File: src/rtl/tst_pkg.sv
package tst_pkg;

  localparam int unsigned SLOTS  = 64;
  localparam int unsigned IDX_W  = $clog2(SLOTS);
  localparam int unsigned CNT_W  = $clog2(SLOTS + 1);
  localparam int unsigned SLOT_W = 7;
  localparam int unsigned ID_W   = 16;
  localparam int unsigned TAG_W  = 32;
  localparam int unsigned TIME_W = 32;

  typedef enum logic [1:0] {
    ACT_SET  = 2'd0,
    ACT_KILL = 2'd1,
    ACT_TICK = 2'd2
  } action_e;

  typedef enum logic [1:0] {
    KIND_SET  = 2'd0,
    KIND_KILL = 2'd1,
    KIND_EXP  = 2'd2
  } kind_e;

  typedef enum logic [1:0] {
    ST_IDLE,
    ST_SCAN,
    ST_FIN
  } state_e;

  // controller -> datapath
  typedef struct packed {
    logic load;      // latch request word, restart scan
    logic adv;       // scan pipeline moves one slot
    logic emit_mid;  // push held expiry out, not last
    logic fin;       // commit and send final word
  } ctl_t;

  // datapath -> controller
  typedef struct packed {
    logic [1:0] action;
    logic       chk_v;
    logic       chk_last;
    logic       hit;
    logic       pend_v;
    logic       out_free;
  } stat_t;

endpackage

File: src/rtl/tst_ctrl.sv
module tst_ctrl (
  input  logic            clk_i,
  input  logic            rst_ni,
  input  logic            req_valid_i,
  input  logic [1:0]      req_action_i,
  output logic            req_ready_o,
  input  tst_pkg::stat_t  stat_i,
  output tst_pkg::ctl_t   ctl_o
);

  tst_pkg::state_e state_q, state_d;

  logic is_tick;
  logic mid_hit;

  always_ff @(posedge clk_i or negedge rst_ni) begin
    if (!rst_ni) begin
      state_q <= tst_pkg::ST_IDLE;
    end else begin
      state_q <= state_d;
    end
  end

  always_comb begin
    state_d     = state_q;
    req_ready_o = 1'b0;
    ctl_o       = '0;
    is_tick     = (stat_i.action == tst_pkg::ACT_TICK);
    // a second expiry found while one is held: the held one must go out first
    mid_hit     = is_tick && stat_i.chk_v && stat_i.hit && stat_i.pend_v;
    case (state_q)
      tst_pkg::ST_IDLE: begin
        req_ready_o = 1'b1;
        ctl_o.load  = req_valid_i;
        if (req_valid_i && (req_action_i inside {tst_pkg::ACT_SET, tst_pkg::ACT_KILL,
                                                 tst_pkg::ACT_TICK})) begin
          state_d = tst_pkg::ST_SCAN;
        end
      end
      tst_pkg::ST_SCAN: begin
        ctl_o.adv      = !(mid_hit && !stat_i.out_free);
        ctl_o.emit_mid = mid_hit && stat_i.out_free;
        if (stat_i.chk_v && stat_i.chk_last && ctl_o.adv) begin
          state_d = tst_pkg::ST_FIN;
        end
      end
      tst_pkg::ST_FIN: begin
        if (is_tick && !stat_i.pend_v) begin
          state_d = tst_pkg::ST_IDLE;       // tick with nothing due
        end else if (stat_i.out_free) begin
          ctl_o.fin = 1'b1;
          state_d   = tst_pkg::ST_IDLE;
        end
      end
      default: begin
        state_d = tst_pkg::ST_IDLE;
      end
    endcase
  end

endmodule

File: config.mk
export PLATFORM = sky130hd
export DESIGN_NAME = tst_ctrl
export DESIGN_NICKNAME = d
export VERILOG_FILES = /design/src/rtl/tst_pkg.sv /design/src/rtl/tst_ctrl.sv
export SDC_FILE = /design/constraint.sdc
export NUM_CORES = 1
export LEC_CHECK = 0
export ABC_AREA = 1
export BUFFER_PORTS_ARGS = -buffer_cell sky130_fd_sc_hd__buf_2
export CAP_MARGIN = 20
export CORE_AREA = 3 3 40 42
export DETAILED_ROUTE_END_ITERATION = 12
export DIE_AREA = 0 0 43 45
export SLEW_MARGIN = 20
export SYNTH_ARGS = -nofsm -noshare
export SYNTH_HDL_FRONTEND = slang
export SYNTH_SLANG_ARGS = --single-unit
File: constraint.sdc
create_clock -name clk_i -period 1.7 [get_ports clk_i]
set_input_delay 0 -clock clk_i [delete_from_list [all_inputs] [get_ports clk_i]]
set_output_delay 0 -clock clk_i [all_outputs]
set_load 0.005 [all_outputs]
---- After elaboration in Yosys (flattened, before gate mapping) ----
Cells that the tools add are included.
storage, ports and cells
  register bits ........................... 2
  latch bits .............................. 0
  memory bits (writable) .................. 0
  memory bits (read-only) ................. 0
  input bits .............................. 12
  output and inout port bits .............. 5
  word-level logic and storage cells ...... 36
  memories ................................ 0
cells by class
  add/sub/neg operators ................... 0
  $mul .................................... 0
  div/mod/pow operators ................... 0
  magnitude comparators ................... 0
  eq/ne operators ......................... 8
  shifts and indexed selects .............. 0
  multiplexer cells ....................... 11
  bitwise gates (word level) .............. 0
  reductions and logical operators ........ 16
operators by type and width
  cell                                                              count
  2-bit 2-to-1 mux                                                  5
  1-bit logical AND                                                 9
  2-bit == test (second input constant)                             3
  2-bit one-hot mux with 3 select lines                             1
  1-bit 2-to-1 mux                                                  5
  2-bit by 1-bit == test with 1-bit output (second input constant)  2
  2-bit logical NOT                                                 2
  2-bit != test (second input constant)                             2
  1-bit logical NOT                                                 3
  3-bit != test (second input constant)                             1
  3-bit AND reduction                                               1
  3-bit nonzero test                                                1

---- Logic depth before layout (Yosys ltp) ----
  depth in word-level cells ............... 9
  depth in mapped cells ................... 8
  gate-level depth less buffers ........... 8

---- Least setup slack after synthesis ----
OpenSTA, ideal clock, no wires.
  path kind ............................... register to register
  start point ............................. register state_q[1]
  end point ............................... register state_q[0]
  library setup time ...................... 117 ps
  data arrival time ....................... 671 ps
  data required time ...................... 1583 ps
  setup slack ............................. 911 ps
  cell stages (with the launch flop) ...... 6
  path buffers ............................ 0
  period minus slack after synthesis ...... 789 ps
  cells stage by stage .................... dfrtp_1 > inv_1 > nor2_1 > nand2_1 > nand3_1 > nand2_1
on the way
  longest elaborated chain between the ends .. 3
  elaborated cells between the ends (all ways) .. 8
  classes of those cells .................. 5 x eq/ne; 1 x mux; 2 x reduce/logical
RTL lines
  what                                                             line            RTL
  start, declared                                                  tst_ctrl.sv:11  tst_pkg::state_e state_q, state_d;
  start signal, assigned                                           tst_ctrl.sv:18  state_q <= tst_pkg::ST_IDLE;
  start signal, assigned                                           tst_ctrl.sv:20  state_q <= state_d;
  2-bit == test (tied with other cells)                            tst_ctrl.sv:31  case (state_q)
  3-bit != test (no line) / 2-bit != test (equally long branches)  -
  3-bit AND reduction (no line)                                    -
Parallel ways exist; a longest one is shown, timed or not.
A chain may end at the register's enable or synchronous reset.

==> summary.md <==
| Metric | Value |
|---|---|
| Clk sinks | 2 |
| Total Routing Usage GR | 0.0758 |
| Max reg flops | 2 |
| Crit path DAT | 1110 ps |
| Final Wtd Congestion | 0.684 |
| Multi-input combinational cell area | ~110 um2 |
| CP required | ~1700 ps |
| H-Tree Depth | 1 |
| Outcome | complete, no violations |
| Final hold vios | 0 |
| Type of the worst setup path | flip-flop to primary output |
| Final Max Slew Viols | 0 |
| CTS tree | built |
| Leakage | ~0.00023 uW |
| Post-Synthesis Cells | 37 |
| Die area | 1940 um2 |
| Top post-synthesis cells by area | dfrtp_1 (25%), inv_1 (22%), nand2_1 (22%), nor2_2 (6.2%), nor2_1 (5.6%) |
| Nets | 71 |
| Largest regs | state_q (2) |
| CTS buffer count | 3 |
| Clk_lat worst skew | around 220 ps |
| Register area | 50.0 um2 |
| Max Freq | between 800 and 900 MHz |
| Row Count | 13 |
| Clock Pin Slew Worst Setup and Hold Paths | 30 ps |
| HP Class | input port to flip-flop |
| Fin crit share | 0.654 |
| First-pass GRT wire length | approximately 1000 um |
| DRC Markers | 0 |
| FILL cells | roughly 160 |
| Slew @ Worst Pin | 225 ps |
| Power Dens Cells | about 1000 nW/um2 |
| Syn avg cell area | 5.48 um2 |
| Slew headroom | 0.848 |
| Synth Warn # | 0 |
| Max cap viols | 0 |
| Starting Density | 0.158 |
| Hold-fix buffer count after cts | 1 |
| Post-Route Hold Slack | 78.4 ps |
| Endpoints failing setup | 0 |
| Post-synthesis sequential area ratio | 0.247 |
| DR pass1 iterations | 1 |
| VDD IR max | between 0.0002 and 0.0003 V |
| RSZ-0062 raised after global routing | no |
| Worst setup EP type | primary output |
| IO Port Bufs | 16 |
| Vias per inst | between 3 and 4 |
| First DRT Iteration DRCs | 0 |
| Drt total wl | 549 um |
| Post-CTS resize count | 0 |
| Die span in x | roughly 43 um |
| Vias in the first global route | 284 |
| Crit path max fanout | 3 |
| Top cell type's share of synthesized area | 0.247 |
| Layout cell share with drive strength beyond 1 | 0.404 |
| Largest register by flop count | state_q |
| Max Root-Sink Buffers | 2 |
| Highest-count cells in the layout ignoring fill and taps | buf_2 (16), inv_1 (12), nand2_1 (12) |
| Unique masters post-synth | 10 |
| Commonest non-fill, non-tap cell in the layout | buf_2 |
| Net Count, Synth | 49 |
| Chip height | approximately 45 um |
| Worst hold stages | 4 |
| I/O pin cnt | 17 |
| Leading area contributor after synthesis | dfrtp_1 |
| Initial antenna violation count | 0 |
| FF+latch count, synth | 2 |
| Dpl cell area | 302 um2 |
| Post-DRT Antenna Nets | 0 |
| TNS Setup | 0 ps |
| CTS root buf | clkbuf_4 |
| # diodes | 0 |
| Core area | roughly 1300 um2 |
| Max Clock Skew | between 3 and 4 ps |
| Fin util | 0.260 |
| WL per Instance | ~7.6 um |
| Largest net degree at the start of global routing | 4 |
| R2R cell count | 5 |
| Cell area after layout | 334 um2 |
| # Post-CTS Setup Buffers | 0 |
| Mapped Area | approximately 200 um2 |
| CP Launch Type | flip-flop |
| Period minus WS final | 1110 ps |
| Hpwl dp | 484 um |
| Area delta synth->final | 64.8% |
| Total gr overflow | 0 |
| Vias after detailed routing | roughly 280 |
-- report_power, final --
group,leakage (uW),internal (uW),switching (uW)
Clock,0.0000138,77.9,27.3
Combinational,0.000193,64.8,80.7
Sequential,0.0000256,65.3,16.0
-- synth_stat cells --
cell type  count
nand3_1        2
and3_2         1
nand3_2        1
nor4_1         1
dfrtp_1        2
inv_1         12
nand2_1       12
nor2_2         2
nor2_1         3
a21oi_1        1
-- cells by family (layout without fill, tap and decap cells) --
group                  count (synthesis)  count (layout)  synth area share
buffers and inverters                 12              32             0.222
DFF                                    2               2             0.247
and+or+nand+nor                       22              22             0.506
AOI/OAI and AO/OA                      1               1            0.0247
-- layer usage --
layer	GRT usage	vias to the layer above	wire [um]
li1	-	147	-
met1	0.0651	117	206
met2	0.117	8	278
met3	0.0518	4	48
met4	0.0723	0	16
met5	0	-	0
-- worst paths after layout --
| path | startpoint | slack [ps] | to |
|---|---|---|---|
| setup reg to reg | state_q[1]$_DFFE_PN0P_ | 790 | state_q[0]$_DFFE_PN0P_ |
| min in group asynchronous | rst_ni | 90 | state_q[1]$_DFFE_PN0P_ |
| hold / removal | req_action_i[0] | 80 | state_q[0]$_DFFE_PN0P_ |
| setup / recovery | state_q[0]$_DFFE_PN0P_ | 590 | ctl_o[1] |
| max in group asynchronous | rst_ni | 1510 | state_q[0]$_DFFE_PN0P_ |
| hold reg to reg | state_q[0]$_DFFE_PN0P_ | 540 | state_q[1]$_DFFE_PN0P_ |
-- cell type report --
type | instances | share of cell area
multi-input cells | 23 | 0.322
well taps | 15 | 0.0562
clock buffers | 3 | 0.0674
inverters | 12 | 0.135
flip-flops and latches | 2 | 0.150
repair buffers | 17 | 0.270
-- critical path, cell delays in order, from the launching register on --
cell and delay (ps):
dfrtp_1 370, inv_1 80, nor4_1 270, buf_2 160
-- stage by stage --
step                      std cells  worst slack [ps]  power (uW)
after floorplan                  37               911         164
after global placement           68               819         227
after detailed placement         68               817         229
after CTS                        72               576         341
after global routing             72               494         370
final                            72               588         332
(Power assumes the default switching activity.)
